--- config.mk ---
export PLATFORM = sky130hd
export DESIGN_NAME = segment_packing_ring_queue
export DESIGN_NICKNAME = d
export VERILOG_FILES = /design/src/rtl/core/sprq_pkg.sv /design/src/rtl/core/segment_packing_ring_queue.sv /design/src/rtl/core/sprq_ram.sv /design/src/rtl/core/sprq_ctrl.sv /design/src/rtl/core/sprq_datapath.sv
export VERILOG_INCLUDE_DIRS = /design/src /design/src/rtl/core
export SDC_FILE = /design/constraint.sdc
export NUM_CORES = 1
export LEC_CHECK = 0
export ABC_AREA = 0
export BUFFER_PORTS_ARGS = -buffer_cell sky130_fd_sc_hd__buf_2
export CORE_MARGIN = 2
export CORE_UTILIZATION = 60
export DETAILED_ROUTE_END_ITERATION = 8
export PLACE_DENSITY = 0.76
export SLEW_MARGIN = 20
export SYNTH_ARGS = -nofsm -noshare
export SYNTH_HDL_FRONTEND = slang
export SYNTH_HIERARCHICAL = 1
export SYNTH_SLANG_ARGS = --single-unit
--- constraint.sdc ---
create_clock -name clk -period 8.7 [get_ports clk]
set_input_delay 0.87 -clock clk [delete_from_list [all_inputs] [get_ports clk]]
set_output_delay 0.87 -clock clk [all_outputs]
set_load 0.05 [all_outputs]
--- src/rtl/core/segment_packing_ring_queue_defines.svh ---
// Assertion macros for the segment ring queue.
// Taken in by the top level only; needs nothing else.
`ifndef SEGMENT_PACKING_RING_QUEUE_DEFINES_SVH
`define SEGMENT_PACKING_RING_QUEUE_DEFINES_SVH

// same-cycle implication, off during reset
`define SPRQ_ASSERT_SAME(label, clk, rst, ante, cons, msg) \
  label: assert property (@(posedge clk) disable iff (rst) (ante) |-> (cons)) \
    else $error(msg);

// next-cycle implication, off during reset
`define SPRQ_ASSERT_NEXT(label, clk, rst, ante, cons, msg) \
  label: assert property (@(posedge clk) disable iff (rst) (ante) |=> (cons)) \
    else $error(msg);

`endif

--- src/rtl/core/sprq_pkg.sv ---
// Shared constants and controller/datapath interface types for the segment ring queue.
// No dependencies.
`default_nettype none

package sprq_pkg;

  localparam int FILL_W = 16;
  localparam int PEND_W = 16;
  localparam int WORD_W = FILL_W + PEND_W;

  localparam int          HEADER_BYTES = 4;
  localparam logic [15:0] PAD_MASK     = 16'hFFFC;

  localparam logic [2:0] CMD_ACQUIRE = 3'd0;
  localparam logic [2:0] CMD_COMMIT  = 3'd1;
  localparam logic [2:0] CMD_POP     = 3'd2;
  localparam logic [2:0] CMD_RELEASE = 3'd3;
  localparam logic [2:0] CMD_CLEAR   = 3'd4;

  localparam logic [1:0] CFG_MAX_PACKET   = 2'd0;
  localparam logic [1:0] CFG_SEG_CAPACITY = 2'd1;

  localparam logic [15:0] MAX_PACKET_RESET   = 16'd1024;
  localparam logic [15:0] SEG_CAPACITY_RESET = 16'd1472;

  // controller -> datapath
  typedef struct packed {
    logic latch;      // take the command fields
    logic init_step;  // zero one table entry
    logic open_rd;    // read the open segment entry
    logic sid_rd;     // read the committed segment entry
    logic pop_rd;     // read the head entry, hand over the lost count
    logic acq_upd;
    logic com_upd;
    logic fl_upd;
    logic pop_upd;
    logic rel;
    logic empty;
    logic finish;     // load the result register
  } sprq_ctl_t;

  // datapath -> controller
  typedef struct packed {
    logic init_last;
    logic size_ok;
    logic flush;
    logic used_zero;
    logic rsp_free;
  } sprq_stat_t;

endpackage

`default_nettype wire

--- src/rtl/core/segment_packing_ring_queue.sv ---
// Top level of the segment ring queue: sequencer, datapath and port assertions.
// Uses sprq_pkg, sprq_ctrl, sprq_datapath and segment_packing_ring_queue_defines.svh.
`default_nettype none

// Keeps the books for a ring of SEGMENTS transmit segments: acquire places a padded
// message plus its 4-byte header in the open segment, commit lowers a segment's
// pending count, pop hands over the lost count and offers a complete head segment,
// release frees the head and clear empties the ring. Every command gives exactly
// one result. After reset the segment table is zeroed one entry a cycle, and no
// command is taken until every entry is zeroed; configuration writes are taken
// at any time. A command then holds the block until its result is issued: acquire,
// pop and commit pass a read state and an update state, commit with flush a second
// pair for the open segment, refused acquires and pops on an empty ring the read
// state only, and release, clear and unknown codes neither; release and clear have
// a state of their own. The segment table is a one-read-port RAM with registered
// data, and the level is read back from the open segment before the result is issued. A
// finished result waits in its output register while the next command is
// accepted; a command that finishes while that register still holds an untaken
// result stalls in its last cycle until the result is taken.

`include "segment_packing_ring_queue_defines.svh"

module segment_packing_ring_queue
  import sprq_pkg::*;
#(
  parameter int SEGMENTS = 16
) (
  input  logic        clk,
  input  logic        rst,
  // configuration
  input  logic        cfg_valid,
  output logic        cfg_ready,
  input  logic [1:0]  cfg_index,
  input  logic [15:0] cfg_data,
  // command
  input  logic        cmd_valid,
  output logic        cmd_ready,
  input  logic [2:0]  cmd,
  input  logic [15:0] packet_bytes,
  input  logic [3:0]  segment_id,
  input  logic        flush,
  // response
  output logic        rsp_valid,
  input  logic        rsp_ready,
  output logic        ok,
  output logic [3:0]  slot,
  output logic [15:0] byte_offset,
  output logic [15:0] byte_count,
  output logic [31:0] lost_count,
  output logic [4:0]  level
);

  sprq_ctl_t  ctl;
  sprq_stat_t st;

  assign cfg_ready = 1'b1;

  sprq_ctrl u_ctrl (
    .clk       (clk),
    .rst       (rst),
    .cmd_valid (cmd_valid),
    .cmd       (cmd),
    .cmd_ready (cmd_ready),
    .st        (st),
    .ctl       (ctl)
  );

  sprq_datapath #(
    .SEGMENTS (SEGMENTS)
  ) u_datapath (
    .clk          (clk),
    .rst          (rst),
    .ctl          (ctl),
    .st           (st),
    .cfg_valid    (cfg_valid),
    .cfg_index    (cfg_index),
    .cfg_data     (cfg_data),
    .packet_bytes (packet_bytes),
    .segment_id   (segment_id),
    .flush        (flush),
    .rsp_valid    (rsp_valid),
    .rsp_ready    (rsp_ready),
    .ok           (ok),
    .slot         (slot),
    .byte_offset  (byte_offset),
    .byte_count   (byte_count),
    .lost_count   (lost_count),
    .level        (level)
  );

  // one command in flight at a time
  `SPRQ_ASSERT_NEXT(a_single_cmd, clk, rst, cmd_valid && cmd_ready, !cmd_ready, "command taken while busy")

  // a finished command always lands in the response register
  `SPRQ_ASSERT_NEXT(a_finish_rsp, clk, rst, ctl.finish, rsp_valid, "finished command gave no response")

  // a granted acquire or a ready pop never reports an empty size
  `SPRQ_ASSERT_SAME(a_ok_count, clk, rst, rsp_valid && ok, byte_count != 16'd0, "ok with zero byte count")

endmodule

`default_nettype wire

--- src/rtl/core/sprq_ram.sv ---
// Generic simple dual-port RAM: one write port, one read port with registered data.
// No dependencies.
`default_nettype none

module sprq_ram #(
  parameter int WIDTH = 32,
  parameter int DEPTH = 16,
  localparam int AW = (DEPTH > 1) ? $clog2(DEPTH) : 1
) (
  input  logic             clk,
  input  logic             we,
  input  logic [AW-1:0]    waddr,
  input  logic [WIDTH-1:0] wdata,
  input  logic             re,
  input  logic [AW-1:0]    raddr,
  output logic [WIDTH-1:0] rdata
);

  logic [WIDTH-1:0] mem [DEPTH];

  always_ff @(posedge clk) begin
    if (we) begin
      mem[waddr] <= wdata;
    end
    if (re) begin
      rdata <= mem[raddr];
    end
  end

endmodule

`default_nettype wire

--- src/rtl/core/sprq_ctrl.sv ---
// Command sequencer for the segment ring queue.
// Uses sprq_pkg; drives sprq_datapath through sprq_ctl_t and reads sprq_stat_t back.
`default_nettype none

module sprq_ctrl
  import sprq_pkg::*;
(
  input  logic       clk,
  input  logic       rst,
  input  logic       cmd_valid,
  input  logic [2:0] cmd,
  output logic       cmd_ready,
  input  sprq_stat_t st,
  output sprq_ctl_t  ctl
);

  typedef enum logic [3:0] {
    S_INIT, S_IDLE,
    S_ACQ_RD, S_ACQ_UPD,
    S_COM_RD, S_COM_UPD, S_FL_RD, S_FL_UPD,
    S_POP_RD, S_POP_UPD,
    S_REL, S_EMPTY,
    S_LVL_RD, S_FINISH
  } state_t;

  state_t state, state_next;

  always_ff @(posedge clk) begin
    if (rst) begin
      state <= S_INIT;
    end else begin
      state <= state_next;
    end
  end

  assign cmd_ready = (state == S_IDLE);

  always_comb begin
    ctl        = '0;
    state_next = state;
    unique case (state)
      S_INIT: begin
        ctl.init_step = 1'b1;
        if (st.init_last) state_next = S_IDLE;
      end
      S_IDLE: begin
        if (cmd_valid) begin
          ctl.latch = 1'b1;
          unique case (cmd)
            CMD_ACQUIRE: state_next = S_ACQ_RD;
            CMD_COMMIT:  state_next = S_COM_RD;
            CMD_POP:     state_next = S_POP_RD;
            CMD_RELEASE: state_next = S_REL;
            CMD_CLEAR:   state_next = S_EMPTY;
            default:     state_next = S_LVL_RD;
          endcase
        end
      end
      S_ACQ_RD: begin
        ctl.open_rd = 1'b1;
        state_next  = st.size_ok ? S_ACQ_UPD : S_LVL_RD;
      end
      S_ACQ_UPD: begin
        ctl.acq_upd = 1'b1;
        state_next  = S_LVL_RD;
      end
      S_COM_RD: begin
        ctl.sid_rd = 1'b1;
        state_next = S_COM_UPD;
      end
      S_COM_UPD: begin
        ctl.com_upd = 1'b1;
        state_next  = st.flush ? S_FL_RD : S_LVL_RD;
      end
      S_FL_RD: begin
        ctl.open_rd = 1'b1;
        state_next  = S_FL_UPD;
      end
      S_FL_UPD: begin
        ctl.fl_upd = 1'b1;
        state_next = S_LVL_RD;
      end
      S_POP_RD: begin
        ctl.pop_rd = 1'b1;
        state_next = st.used_zero ? S_LVL_RD : S_POP_UPD;
      end
      S_POP_UPD: begin
        ctl.pop_upd = 1'b1;
        state_next  = S_LVL_RD;
      end
      S_REL: begin
        ctl.rel    = 1'b1;
        state_next = S_LVL_RD;
      end
      S_EMPTY: begin
        ctl.empty  = 1'b1;
        state_next = S_LVL_RD;
      end
      S_LVL_RD: begin
        ctl.open_rd = 1'b1;
        state_next  = S_FINISH;
      end
      S_FINISH: begin
        // hold here while the previous result is still waiting
        if (st.rsp_free) begin
          ctl.finish = 1'b1;
          state_next = S_IDLE;
        end
      end
      default: state_next = S_INIT;
    endcase
  end

endmodule

`default_nettype wire

--- src/rtl/core/sprq_datapath.sv ---
// Ring pointers, segment table, lost counter, config and result registers.
// Uses sprq_pkg and sprq_ram; steered by sprq_ctrl.
`default_nettype none

module sprq_datapath
  import sprq_pkg::*;
#(
  parameter int SEGMENTS = 16
) (
  input  logic        clk,
  input  logic        rst,
  input  sprq_ctl_t   ctl,
  output sprq_stat_t  st,
  input  logic        cfg_valid,
  input  logic [1:0]  cfg_index,
  input  logic [15:0] cfg_data,
  input  logic [15:0] packet_bytes,
  input  logic [3:0]  segment_id,
  input  logic        flush,
  output logic        rsp_valid,
  input  logic        rsp_ready,
  output logic        ok,
  output logic [3:0]  slot,
  output logic [15:0] byte_offset,
  output logic [15:0] byte_count,
  output logic [31:0] lost_count,
  output logic [4:0]  level
);

  localparam int IW = $clog2(SEGMENTS);
  localparam int UW = $clog2(SEGMENTS + 1);
  localparam logic [IW:0]   SEG_WRAP = (IW + 1)'(SEGMENTS);
  localparam logic [UW-1:0] SEG_FULL = UW'(SEGMENTS);
  localparam logic [IW-1:0] SEG_LAST = IW'(SEGMENTS - 1);

  // config
  logic [15:0] max_packet, seg_capacity;
  // latched command fields
  logic [15:0] pkt_q;
  logic [3:0]  sid_q;
  logic        flush_q;
  // ring state
  logic [IW-1:0] head;
  logic [UW-1:0] used;
  logic          open_valid;
  logic [31:0]   lost;
  logic [IW-1:0] init_addr;
  // result being built
  logic          res_ok;
  logic [IW-1:0] res_slot;
  logic [15:0]   res_off, res_cnt;
  logic [31:0]   res_lost;

  // table port
  logic              we, re;
  logic [IW-1:0]     waddr, raddr;
  logic [WORD_W-1:0] wdata, rdata;
  logic [FILL_W-1:0] rd_fill;
  logic [PEND_W-1:0] rd_pend;

  logic [IW-1:0] open_slot, next_slot, sid_addr;
  logic [IW+3:0] sid_ext, slot_ext;
  logic          sid_valid, ring_full;
  logic [16:0]   pad_sum, padded;
  logic [17:0]   msg;
  logic          size_ok, acq_overflow, fl_open, pop_open, pop_ready, open_go;
  logic [UW-1:0] pop_used, lvl_used;
  logic [UW+4:0] lvl_ext;

  function automatic logic [IW-1:0] ring_at(input logic [IW-1:0] h,
                                             input logic [IW-1:0] off);
    logic [IW:0] sum;
    sum = {1'b0, h} + {1'b0, off};
    if (sum >= SEG_WRAP) sum = sum - SEG_WRAP;
    return sum[IW-1:0];
  endfunction

  sprq_ram #(
    .WIDTH (WORD_W),
    .DEPTH (SEGMENTS)
  ) u_table (
    .clk   (clk),
    .we    (we),
    .waddr (waddr),
    .wdata (wdata),
    .re    (re),
    .raddr (raddr),
    .rdata (rdata)
  );

  assign rd_fill = rdata[WORD_W-1:PEND_W];
  assign rd_pend = rdata[PEND_W-1:0];

  always_comb begin
    open_slot = (used == '0) ? head : ring_at(head, IW'(used - UW'(1)));
    next_slot = ring_at(head, IW'(used));
    ring_full = (used >= SEG_FULL);

    sid_ext   = {{IW{1'b0}}, sid_q};
    sid_addr  = sid_ext[IW-1:0];
    sid_valid = (sid_ext < (IW + 4)'(SEGMENTS));

    // pad to a word multiple, then add the header
    pad_sum = {1'b0, pkt_q} + 17'd3;
    padded  = {pad_sum[16], pad_sum[15:0] & PAD_MASK};
    msg     = {1'b0, padded} + 18'(HEADER_BYTES);
    size_ok = (pkt_q != '0) && (pkt_q <= max_packet) && (msg <= {2'b00, seg_capacity});

    acq_overflow = !open_valid || (({2'b00, rd_fill} + msg) > {2'b00, seg_capacity});
    fl_open      = open_valid && (rd_fill != '0);
    pop_open     = (used == UW'(1)) && (rd_fill != '0) && flush_q;
    pop_used     = (pop_open && !ring_full) ? used + UW'(1) : used;
    pop_ready    = (pop_used > UW'(1)) && (rd_pend == '0) && (rd_fill != '0);

    open_go = (ctl.acq_upd && acq_overflow) || (ctl.fl_upd && fl_open) ||
              (ctl.pop_upd && pop_open);

    if (used > UW'(1)) begin
      lvl_used = used;
    end else if ((used == UW'(1)) && open_valid && (rd_fill != '0)) begin
      lvl_used = UW'(1);
    end else begin
      lvl_used = '0;
    end
    lvl_ext  = {5'b0, lvl_used};
    slot_ext = {4'b0, res_slot};
  end

  always_comb begin
    re    = ctl.open_rd | ctl.sid_rd | ctl.pop_rd;
    raddr = ctl.sid_rd ? sid_addr : (ctl.pop_rd ? head : open_slot);

    we    = 1'b0;
    waddr = init_addr;
    wdata = '0;
    if (ctl.init_step) begin
      we = 1'b1;
    end else if (open_go) begin
      // a freshly opened segment starts empty, or with this message in it
      we    = !ring_full;
      waddr = next_slot;
      wdata = ctl.acq_upd ? {FILL_W'(msg), PEND_W'(1)} : '0;
    end else if (ctl.acq_upd) begin
      we    = 1'b1;
      waddr = open_slot;
      wdata = {rd_fill + FILL_W'(msg), rd_pend + PEND_W'(1)};
    end else if (ctl.com_upd) begin
      we    = sid_valid && (rd_pend != '0);
      waddr = sid_addr;
      wdata = {rd_fill, rd_pend - PEND_W'(1)};
    end
  end

  assign st.init_last = (init_addr == SEG_LAST);
  assign st.size_ok   = size_ok;
  assign st.flush     = flush_q;
  assign st.used_zero = (used == '0);
  assign st.rsp_free  = !rsp_valid || rsp_ready;

  always_ff @(posedge clk) begin
    if (rst) begin
      max_packet   <= MAX_PACKET_RESET;
      seg_capacity <= SEG_CAPACITY_RESET;
      head         <= '0;
      used         <= UW'(1);
      open_valid   <= 1'b1;
      lost         <= '0;
      init_addr    <= '0;
      rsp_valid    <= 1'b0;
    end else begin
      if (cfg_valid) begin
        unique case (cfg_index)
          CFG_MAX_PACKET:   max_packet   <= cfg_data;
          CFG_SEG_CAPACITY: seg_capacity <= cfg_data;
          default: ;
        endcase
      end
      if (ctl.init_step) init_addr <= init_addr + IW'(1);

      if (open_go) begin
        if (ring_full) begin
          open_valid <= 1'b0;
          // an acquire or a flushing commit can find the ring full here; only an acquire counts as lost
          if (ctl.acq_upd && (lost != '1)) lost <= lost + 32'd1;
        end else begin
          used       <= used + UW'(1);
          open_valid <= 1'b1;
        end
      end
      if (ctl.pop_rd) lost <= '0;

      if (ctl.rel && (used != '0)) begin
        if (used == UW'(1)) open_valid <= 1'b0;
        head <= (head == SEG_LAST) ? '0 : head + IW'(1);
        used <= used - UW'(1);
      end
      if (ctl.empty) begin
        head       <= '0;
        used       <= '0;
        open_valid <= 1'b0;
      end

      if (ctl.finish) begin
        rsp_valid <= 1'b1;
      end else if (rsp_ready) begin
        rsp_valid <= 1'b0;
      end
    end
  end

  always_ff @(posedge clk) begin
    if (ctl.latch) begin
      pkt_q    <= packet_bytes;
      sid_q    <= segment_id;
      flush_q  <= flush;
      res_ok   <= 1'b0;
      res_slot <= '0;
      res_off  <= '0;
      res_cnt  <= '0;
      res_lost <= '0;
    end
    if (ctl.acq_upd && !(acq_overflow && ring_full)) begin
      res_ok   <= 1'b1;
      res_slot <= acq_overflow ? next_slot : open_slot;
      res_off  <= acq_overflow ? 16'd0 : rd_fill;
      res_cnt  <= padded[15:0];
    end
    if (ctl.pop_rd) res_lost <= lost;
    if (ctl.pop_upd && pop_ready) begin
      res_ok   <= 1'b1;
      res_slot <= head;
      res_cnt  <= rd_fill;
    end
    if (ctl.finish) begin
      ok          <= res_ok;
      slot        <= slot_ext[3:0];
      byte_offset <= res_off;
      byte_count  <= res_cnt;
      lost_count  <= res_lost;
      level       <= lvl_ext[4:0];
    end
  end

endmodule

`default_nettype wire

# Word level (Yosys, flattened, before mapping)
# Memory sizes are Yosys's and may differ from the RTL's. A register that Yosys moved wholly into a read port is not among the register bits.
# Cells that the tools add are included.
[op_classes] n_addsub=15 n_reduce_logical=52 n_eq_ne=27 order_cmp=8 bitwise_logic=2 n_mux=68
[op_table] cell="$mux 32" n=7
[op_table] cell="$mux 16" n=5
[op_table] cell="$mux 4" n=19
[op_table] cell="$reduce_bool 16->1" n=3
[op_table] cell="$pmux 4 s10" n=1
[op_table] cell="$add 32x1->32 const B" n=1
[op_table] cell="$eq 4x4->1 const B" n=8
[op_table] cell="$ne 32x32->1 const B" n=1
[op_table] cell="$mux 1" n=29
[op_table] cell="$mux 5" n=5
[op_table] cell="$pmux 4 s5" n=1
[op_table] cell="$add 16x18->18" n=1
[op_table] cell="$add 17x3->18 const B" n=1
[op_table] cell="$gt 18x16->1" n=1
[op_table] cell="$le 18x16->1" n=1
[op_table] cell="$logic_and 1x1->1" n=18
[op_table] cell="$add 16x2->17 const B" n=1
[op_table] cell="$add 16x1->16 const B" n=1
[op_table] cell="$add 16x16->16" n=1
[op_table] cell="$eq 4x3->1 const B" n=4
[op_table] cell="$le 16x16->1" n=1
[op_table] cell="$logic_not 16->1" n=1
[op_table] cell="$sub 16x1->16 const B" n=1
[op_table] cell="$ge 5x5->1 const B" n=3
[op_table] cell="other kinds (31)" n=57
[word_totals] regBits=247 memories=1 ramBits=512 output_inout_bits=77 inputBits=47 elab_cells=197
[mem_list] memory="u_datapath.u_table.mem" depth=16 width=32 rd=1 rd_clocked_by_memory_dff=1 write_ports=1 line_no="sprq_ram.sv:19" text="logic [WIDTH-1:0] mem [DEPTH];"

# Longest topological paths before layout
# Gate-level depths: netlist of the first run.
[logic_depth] word_depth=12 ltp_mapped=27 depth_no_buf=26

# Hierarchy
# The synthesis of the first run kept the hierarchy.
[by_module_without_submodules] module="sprq_ram" area_each_um2=20155.6 cells_each=838 n_inst=1 seq_area_each_um2=16335.7
[by_module_without_submodules] module="sprq_datapath" area_each_um2=13252.7 cells_each=1334 n_inst=1 seq_area_each_um2=6496.2
[by_module_without_submodules] module="sprq_ctrl" area_each_um2=479.2 cells_each=71 n_inst=1 seq_area_each_um2=80.1
[by_module_without_submodules] module="segment_packing_ring_queue" area_each_um2=11.3 cells_each=2 n_inst=1 seq_area_each_um2=0.0

# Worst setup path after synthesis of the first run
# OpenSTA, ideal clock, no wires.
[synth_timing] path_type="reg-to-reg" startpoint="register u_datapath.pkt_q[1]" endpoint="memory u_datapath.u_table.mem[0][0] (enable)" t_arrival_ns=7.397 path_slack_ns=0.842 path_buffers=1 setup_ns=0.461 synth_period_minus_slack_ns=7.858 stages_incl_launch_ff=28 required_time_ns=8.239 cell_sequence="edfxtp_1 o21ai_1 and2_1 ha_1 nor2_1 o21ai_0 nand2_1 xnor2_1 ha_1 a21o_1 a21oi_1 a21oi_1 o31a_1 a21oi_1 xnor2_1 ha_1 nand4_1 nor2_1 inv_1 nor4_1 a31o_2 o21ai_2 a21o_1 buf_2 mux2i_1 o21ai_0 or3b_2 nor3_1"
[synth_via] word_cells_on_any_way=14 classes_between="3 x add/sub; 1 x order compare; 6 x mux; 4 x reduce/logical"
[synth_lines] element="start, declared" line_no="sprq_datapath.sv:39" text="logic [15:0] pkt_q;"
[synth_lines] element="start signal, assigned" line_no="sprq_datapath.sv:213" text="pkt_q <= packet_bytes;"
[synth_lines] element="$add 16x2->17" line_no="sprq_datapath.sv:104" text="pad_sum = {1'b0, pkt_q} + 17'd3;"
[synth_lines] element="$add 17x3->18" line_no="sprq_datapath.sv:106" text="msg = {1'b0, padded} + 18'(HEADER_BYTES);"
[synth_lines] element="$add 16x18->18" line_no="sprq_datapath.sv:109" text="acq_overflow = !open_valid || (({2'b00, rd_fill} + msg) > {2'b00, seg_capacity});"
[synth_lines] element="$gt 18x16->1" line_no="sprq_datapath.sv:109"
[synth_lines] element="$logic_or 1x1->1" line_no="sprq_datapath.sv:109"
[synth_lines] element="$logic_and 1x1->1" line_no="sprq_datapath.sv:115" text="open_go = (ctl.acq_upd && acq_overflow) || (ctl.fl_upd && fl_open) ||"
[synth_lines] element="$logic_or 1x1->1 (2 in series)" line_no="sprq_datapath.sv:115"
[synth_lines] element="$mux 4" line_no="sprq_datapath.sv:138" text="end else if (open_go) begin"
[synth_lines] element="$mux 4" line_no="sprq_datapath.sv:136" text="if (ctl.init_step) begin"
[synth_lines] element="via u_datapath.waddr[2]" line_no="sprq_datapath.sv:56" text="logic [IW-1:0] waddr, raddr;"
[synth_lines] element="end, declared" line_no="sprq_ram.sv:19"
# The timed path passes the listed nets, and every way through them passes these cells.

# Worst setup path in the final report of the first run
[layout_timing] startpoint="register u_datapath.pkt_q[1]" endpoint="memory u_datapath.u_table.mem[12][18] (enable)"
# The elaborated chain is that of the path after synthesis.

==> summary.txt, run 1 <==
STA
  – RSZ-0062 raised after global routing: false
  – Setup ws final: ~0.5 ns
  – Worst rel slew slack: 0.276
  – Post-layout minimum cycle time: ~8.2 ns
  – Slew @ Worst Pin: between 1 and 1.5 ns
  – TNS Setup: 0 ns
  – Final hold vios: 0
  – Max-slew violation count: 0
  – Highest clock rate: 122 MHz
  – Endpoints failing setup: 0
  – Clock skew: 0.0230 ns
  – Fin crit share: 0.942

Worst setup path
  – Reg-to-Reg End: u_datapath/u_table/mem[12][18]$_DFFE_PP_
  – Crit Reg-Reg Startpoint: u_datapath/pkt_q[1]$_DFFE_PP_
  – CP arrival: ~8.5 ns
  – Worst Path Required: slightly below 9 ns
  – FF-to-FF setup slack: between 0.5 and 0.6 ns
  – Crit path kind: flip-flop to flip-flop
  – Depth of the most critical reg-to-reg path: 26
  – Critical Path Start Type: flip-flop
  – CP Capture Type: flip-flop
  – Crit-path max FO: 32

CTS
  – CTS tree: built
  – Latest clock arrival within the worst-skew pair: between 0.6 and 0.7 ns
  – # resized after CTS: 0
  – Clk Tree Root Cell: clkbuf_16
  – Post-CTS setup buffer count: 0
  – Post-CTS Hold Fix Bufs: 0
  – CTS buffer count: 78
  – Clk sink count: 791
  – Clk slew on worst S/H paths: 0.06 ns
  – Clock Tree Buf Depth: 3
  – CTS H-tree lvls: 3

Final layout
  – Layout Nets: around 2,500
  – Multi-input gate area: about 10,000 sq um
  – Fillers: around 3,800
  – Layout cells sized above 1: 0.195
  – Ant diodes: 0
  – Fin util: 0.678
  – Area Growth Syn to Fin: 12.4%
  – Sequential cell area: approximately 23,000 sq um

Worst hold path
  – Hold depth: 1
  – Worst min path class: primary input to flip-flop
  – Hold Startpoint: packet_bytes[12]
  – WHS Endpoint: u_datapath/pkt_q[12]$_DFFE_PP_

Die
  – Ports: 124
  – Floorplan row count: slightly below 90
  – DIE AREA: about 58,000 sq um
  – Initial Util: 0.604
  – DIE HEIGHT: 242 um
  – Total core area: 56,200 sq um
  – Die Span X: 242 um

Power and ir drop
  – Internal power: ~0.0062 W
  – Combinational share of power: 0.025
  – Power share of the clock group: 0.437
  – Final Power: between 0.007 and 0.008 W
  – Power density over cell area: 204 nW/um^2
  – Switch share: 0.201
  – Psw: between 0.0015 and 0.002 W
  – Leak: 12.1 nW
  – Sequential power share: 0.537
  – Worst VDD drop: around 0.24 mV

Global route
  – GRT overflow: 0
  – Number of global-route vias before repair: 20,128
  – Global-route wire length before repair: between 100,000 and 150,000 um
  – GRT Util Overall: 0.267
  – Initial antenna violation count: 2
  – Largest net degree at the start of global routing: about 130

Placed design
  – Post-Place Setup Slack: 0.559 ns
  – HPWL Detailed: 48,900 um
  – PortBufs: ~120
  – Routability cong.: ~0.9

Synth
  – Cells after synthesis: 2,245
  – Seq/Total Area, Yosys: 0.676
  – Top FF cell, synth: edfxtp_1
  – Mapped Area: about 34,000 sq um
  – Unique masters post-synth: slightly above 80
  – Asr flop ratio synth: 0
  – Seq cells post-synth: ~790
  – Post-synth EDFFs: ~700
  – Net Count, Synth: about 2,400
  – Avg Inst Size Synth: about 15 sq um
  – Synth warn: 6

Drt
  – 1st-iter DRT viols: approximately 2,400
  – Post-route DRC violation count: 0
  – Drt total wl: between 70,000 and 80,000 um
  – Avg WL per Cell: roughly 25 um
  – DR pass1 iterations: 8
  – ANT nets after route: 0
  – Via count: 20,069
  – DR vias/cell: roughly 6.3

Run status
  – Status: finished, final reports clean

Run
  – MaxCap Viol Count: 0
## cell type report
| type | instances | area share |
|---|---|---|
| tap | 756 | 0.0248 |
| inverter | 64 | 0.00631 |
| clock inverter | 49 | 0.0139 |
| multi-input combinational | 1265 | 0.272 |
| sequential | 791 | 0.601 |
| clock buffer | 95 | 0.0545 |
| timing repair buffer | 168 | 0.0271 |
## layer usage
metal,global-route usage,vias up,part of all wire
met1,0.378,9977,0.41
met3,0.0563,167,0.090
met4,0.0924,4,0.030
met5,0,-,0.00038
li1,-,8889,-
met2,0.418,1032,0.47
## worst max-delay path by stage
stage                                             start  slack, ns                                       end
after floorplan           u_datapath/pkt_q[1]$_DFFE_PP_       0.84    u_datapath/u_table/mem[0][0]$_DFFE_PP_
after global placement    u_datapath/pkt_q[1]$_DFFE_PP_       0.74    u_datapath/u_table/mem[3][4]$_DFFE_PP_
after detailed placement  u_datapath/pkt_q[1]$_DFFE_PP_       0.56   u_datapath/u_table/mem[3][15]$_DFFE_PP_
after CTS                 u_datapath/pkt_q[1]$_DFFE_PP_       0.42    u_datapath/u_table/mem[3][2]$_DFFE_PP_
after global routing      u_datapath/pkt_q[1]$_DFFE_PP_       0.01  u_datapath/u_table/mem[12][24]$_DFFE_PP_
final                     u_datapath/pkt_q[1]$_DFFE_PP_       0.50  u_datapath/u_table/mem[12][18]$_DFFE_PP_
## power groups by stage
stage | clock network (W) | logic (W) | registers [W]
after global placement | 0 | 0.000184 | 0.00425
after global routing | 0.00359 | 0.000210 | 0.00418
final | 0.00340 | 0.000196 | 0.00418
after floorplan | 0 | 0.000109 | 0.00425
after CTS | 0.00345 | 0.000191 | 0.00418
after detailed placement | 0 | 0.000188 | 0.00426
## logic make-up after synthesis
| family | Yosys count | synth area share |
|---|---|---|
| AO/OA/AOI/OAI | 340 | 0.0649 |
| XOR/XNOR | 85 | 0.0220 |
| adder cells (fa/ha/maj) | 81 | 0.0306 |
| buffers and inverters | 189 | 0.0244 |
| flip-flops | 791 | 0.676 |
| multiplexers | 144 | 0.0899 |
| other | 1 | 0.000111 |
| AND/OR/NAND/NOR | 614 | 0.0923 |
## layout by cell type (no fill, tap or decap), drive strengths merged, types with 12 or more instances in the layout
master  count
mux4      128
clkinv     35
o21ai      82
inv        65
xor2       41
nand3      62
ha         78
nor2       94
and3       19
buf       168
clkbuf     95
nand4      29
a22oi      75
xnor2      44
nor4       18
nand2b     18
and2       56
dfxtp      84
nand2     209
or3        24
nor3       34
mux2i      12
a21oi      95
edfxtp    707
## registers in the layout, summed over array words and instances, names as in the netlist, 32 cells and up
register                  count
u_datapath/u_table/mem      512
u_datapath/res_lost          32
u_datapath/lost_count        32
u_datapath/u_table/rdata     32
u_datapath/lost              32
## per-stage QoR
step / cells / cell area, sq um / hold WS [ns]
final: 3188 / 38100 / 0.417
after CTS: 3186 / 38000 / 0.395
after detailed placement: 3042 / 35400 / 0.405
after global placement: 3042 / 35400 / 0.401
after floorplan: 2245 / 33900 / 0.400
after global routing: 3188 / 38100 / 0.395
## critical path: stages, from the launching register on
cell and delay, ns:
edfxtp_1 0.45, o21ai_1 0.40, and2_1 0.26, ha_1 0.23, nor2_1 0.07, o21ai_0 0.29
nand2_1 0.12, xnor2_1 0.33, ha_1 0.35, a21o_1 0.19, a21oi_1 0.17, a21oi_1 0.14
o31a_1 0.29, a21oi_1 0.18, xnor2_1 0.12, ha_1 0.31, nand4_1 0.09, nor2_1 0.23
o41ai_1 0.12, a31o_2 0.28, o21ai_2 0.25, a21o_1 0.67, nor3_1 0.13, a211oi_1 0.77
nand3_1 0.51, nor3_2 0.31, buf_4 0.55
## synth_stat cells (24+ instances only)
| cell type | number | area [sq um] |
|---|---|---|
| dfxtp_1 | 84 | 1680 |
| nand4_1 | 28 | 175 |
| a21oi_1 | 93 | 465 |
| ha_1 | 78 | 976 |
| a22oi_1 | 75 | 563 |
| o21ai_0 | 77 | 385 |
| inv_1 | 63 | 236 |
| and2_1 | 56 | 350 |
| mux4_2 | 128 | 2880 |
| xnor2_1 | 44 | 385 |
| edfxtp_1 | 707 | 21200 |
| nor2_1 | 83 | 312 |
| buf_2 | 27 | 135 |
| nor3_1 | 33 | 165 |
| nand3_1 | 61 | 305 |
| xor2_1 | 41 | 359 |
| clkbuf_1 | 65 | 244 |
| or3_1 | 24 | 150 |
| nand2_1 | 209 | 785 |
(Power assumes the default switching activity.)
==> run 2: changes to the inputs <==
- SYNTH_HIERARCHICAL: 1 -> unset
==> summary.txt, run 2 <==
Die
  – Initial Util: 0.605 (+0.00146)
  – Total core area: 56,300 sq um (+0.19%)
  – Ports: 124 (unchanged)
  – DIE HEIGHT: 242 um (+0.22%)
  – Floorplan row count: 87 (unchanged)
  – Die Span X: 242 um (+0.22%)
  – DIE AREA: 58,700 sq um (+0.43%)

Global route
  – Largest net degree at the start of global routing: 129 (unchanged)
  – GRT Util Overall: 0.263 (-0.00418)
  – Number of global-route vias before repair: 19,914 (-1.1%)
  – Global-route wire length before repair: 118,000 um (-0.69%)
  – GRT overflow: 0 (unchanged)
  – Initial antenna violation count: 1 (-1)

Run
  – MaxCap Viol Count: 0 (unchanged)

Final layout
  – Multi-input gate area: 10,600 sq um (+2.6%)
  – Most frequent cells in the layout: 707 x edfxtp_1, 183 x nand2_1, 128 x mux4_2
  – Area Growth Syn to Fin: 12.4% (about the same)
  – Post-route cell area: 38,300 sq um (+0.43%)
  – Sequential cell area: 22,900 sq um (unchanged)
  – Fillers: 3,677 (-2.4%)
  – Top reg by flops: u_datapath.u_table.mem
  – Most common cell after layout, fill and taps aside: edfxtp_1
  – Largest register FFs: 512 (unchanged)
  – Layout cells sized above 1: 0.190 (-0.00511)
  – Layout Nets: 2,496 (unchanged)

Run status
  – Status: finished, final reports clean

CTS
  – Post-CTS Hold Fix Bufs: 0 (unchanged)
  – CTS H-tree lvls: 3 (unchanged)
  – Clock Tree Buf Depth: 3 (unchanged)
  – Clk Tree Root Cell: clkbuf_16
  – Clk sink count: 791 (unchanged)
  – CTS tree: built
  – Latest clock arrival within the worst-skew pair: 0.64 ns (about the same)
  – Post-CTS setup buffer count: 0 (unchanged)
  – # resized after CTS: 0 (unchanged)
  – CTS buffer count: 77 (-1.3%)
  – Clk slew on worst S/H paths: 0.06 ns (about the same)

STA
  – Hold WS: 0.416 ns (-0.000768 ns)
  – Highest clock rate: 125 MHz (+2.1%)
  – Post-layout minimum cycle time: 8.03 ns (-0.168 ns)
  – Slew @ Worst Pin: 1.08 ns (-0.00269 ns)
  – Fin crit share: 0.923 (-0.0193)
  – Clock skew: 0.0364 ns (+0.0134 ns)
  – TNS Setup: 0 ns (unchanged)
  – Max-slew violation count: 0 (unchanged)
  – RSZ-0062 raised after global routing: false
  – Worst rel slew slack: 0.278 (+0.00230)
  – Final hold vios: 0 (unchanged)
  – Endpoints failing setup: 0 (unchanged)

Drt
  – ANT nets after route: 0 (unchanged)
  – Via count: 20,056 (-0.065%)
  – DR vias/cell: 6.30 (about the same)
  – Drt total wl: 76,300 um (-2.4%)
  – 1st-iter DRT viols: 2,146 (-11%)
  – DR pass1 iterations: 5 (-3)
  – Avg WL per Cell: 23.9 um (-2.3%)
  – Post-route DRC violation count: 0 (unchanged)

Synth
  – Most frequent cell after synthesis: edfxtp_1
  – Main area contributors after synthesis: edfxtp_1 62%, mux4_2 8.5%, dfxtp_1 4.9%
  – Top FF cell, synth: edfxtp_1
  – Mux share of post-synthesis cell area: 0.122 (+0.0317)
  – Synth warn: 0 (-6)
  – Avg Inst Size Synth: 15.4 sq um (+1.8%)
  – Seq cells post-synth: 791 (unchanged)
  – Asr flop ratio synth: 0 (unchanged)
  – Yosys top cell area share: 0.624 (-0.00272)
  – Yosys top cell by area: edfxtp_1
  – Synth top cells by count: 707 x edfxtp_1, 183 x nand2_1, 128 x mux4_2
  – Synth Area in Adders: 0.0304 (-0.000206)
  – Post-Synth Simple-Gate Area: 0.0806 (-0.0118)
  – Compound-Gate Fraction of Synth Area: 0.0563 (-0.00851)
  – Unique masters post-synth: 87 (+7.4%)
  – Seq/Total Area, Yosys: 0.673 (-0.00293)
  – Mapped Area: 34,000 sq um (+0.44%)
  – Cells after synthesis: 2,214 (-1.4%)
  – Synth Area in XOR/XNOR: 0.0178 (-0.00421)
  – Combinational family with the most area after synthesis: multiplexers
  – Post-synth EDFFs: 707 (unchanged)
  – Net Count, Synth: 2,341 (-1.3%)

Worst setup path
  – Delay-heaviest family, CP: compound AO/OA/AOI/OAI gates
  – Critical Path Start Type: flip-flop
  – Crit-path max FO: 19 (-41%)
  – Crit path kind: flip-flop to flip-flop
  – CP arrival: 8.34 ns (-0.11 ns)
  – Most used cell, CP: o21ai_0
  – Worst Path Required: 9.01 ns (+0.06 ns)
  – CP max stage delay: 0.66 ns (-0.11 ns)
  – Crit path buffers/inverters: 2 (+1)
  – CP Capture Type: flip-flop
  – Crit-path slowest cell: nor2_4

Placed design
  – Cell Area, Placed: 35,800 sq um (+0.95%)
  – Routability cong.: 0.917 (+1.6%)
  – HPWL Detailed: 46,500 um (-5.0%)
  – PortBufs: 122 (unchanged)

Power and ir drop
  – Power density over cell area: 199 nW/um^2 (-2.6%)
  – Leak: 13.5 nW (+12%)
  – Worst VDD drop: 0.198 mV (-16%)

Worst hold path
  – Worst min path class: flip-flop to flip-flop
==> run 2: kinds of logic (layout without fill, tap and decap cells) <==
kind of cell             Yosys count  in the layout
AO/OA/AOI/OAI                    298            298
buffers and inverters            165            380
multiplexers                     253            253
flip-flops                       791            791
adder cells (fa/ha/maj)           81             81
XOR/XNOR                          69             69
other                              1              2
AND/OR/NAND/NOR                  556            556
==> run 2: power breakdown <==
group	total (W)	internal (W)	switching, W
Clock	0.00324	0.00182	0.00142
Combinational	0.000181	0.0000679	0.000113
Sequential	0.00418	0.00416	0.0000193
Total	0.00760	0.00605	0.00156
==> run 2: metal layers <==
layer | vias to the layer above | GRT usage | routed length (um) | share of wire
li1 | 8875 | - | - | -
met1 | 10083 | 0.375 | 31800 | 0.42
met2 | 939 | 0.425 | 36900 | 0.48
met3 | 159 | 0.0402 | 5490 | 0.072
met4 | 0 | 0.0810 | 2020 | 0.026
met5 | - | 0 | 0 | 0
==> run 2: path summary, 6_finish.rpt <==
check / from / end / slack, ns / depth (start not counted)
setup / recovery: u_datapath.pkt_q[1]$_DFFE_PP_ / u_datapath.u_table.mem[6][24]$_DFFE_PP_ / 0.67 / 25
hold / removal: u_datapath.res_lost[31]$_SDFFCE_PN0P_ / u_datapath.lost_count[31]$_DFFE_PP_ / 0.42 / 0
setup reg to reg: u_datapath.pkt_q[1]$_DFFE_PP_ / u_datapath.u_table.mem[6][24]$_DFFE_PP_ / 0.67 / 25
hold reg to reg: u_datapath.res_lost[31]$_SDFFCE_PN0P_ / u_datapath.lost_count[31]$_DFFE_PP_ / 0.42 / 0
==> run 2: worst register-to-register path, stage by stage, from the launching register on <==
cell and delay (ns):
edfxtp_1 0.46, o21ai_0 0.58, nand2_1 0.30, inv_1 0.15
ha_1 0.25, o21ai_0 0.09, o21ai_0 0.21, nor2b_1 0.24
nand3_1 0.12, xnor2_1 0.40, ha_1 0.33, a21oi_1 0.21
nor2_1 0.07, a211oi_1 0.23, o21ai_0 0.20, a21boi_0 0.26
xnor2_1 0.12, ha_1 0.20, or3b_2 0.49, o311ai_0 0.27
o21ai_0 0.30, a31oi_4 0.57, nand2b_1 0.24, o211ai_2 0.41
nor2_4 0.66, buf_12 0.29
==> run 2: final cells by class <==
type | instances | area share
multi-input combinational | 1258 | 0.278
sequential | 791 | 0.599
antenna | 1 | 0.0000654
clock inverter | 42 | 0.0115
tap | 756 | 0.0247
timing repair buffer | 178 | 0.0281
inverter | 63 | 0.00618
clock buffer | 97 | 0.0528
==> run 2: stage by stage <==
step / util / setup slack, ns / std cells / total power [W]
floorplan: - / 1.57 / 2214 / 0.00436
global placement: 0.635 / 0.962 / 3045 / 0.00443
detailed placement: 0.635 / 0.782 / 3045 / 0.00444
CTS: 0.679 / 0.729 / 3184 / 0.00766
global route: 0.680 / 0.0197 / 3185 / 0.00782
finish: 0.680 / 0.669 / 3186 / 0.00760
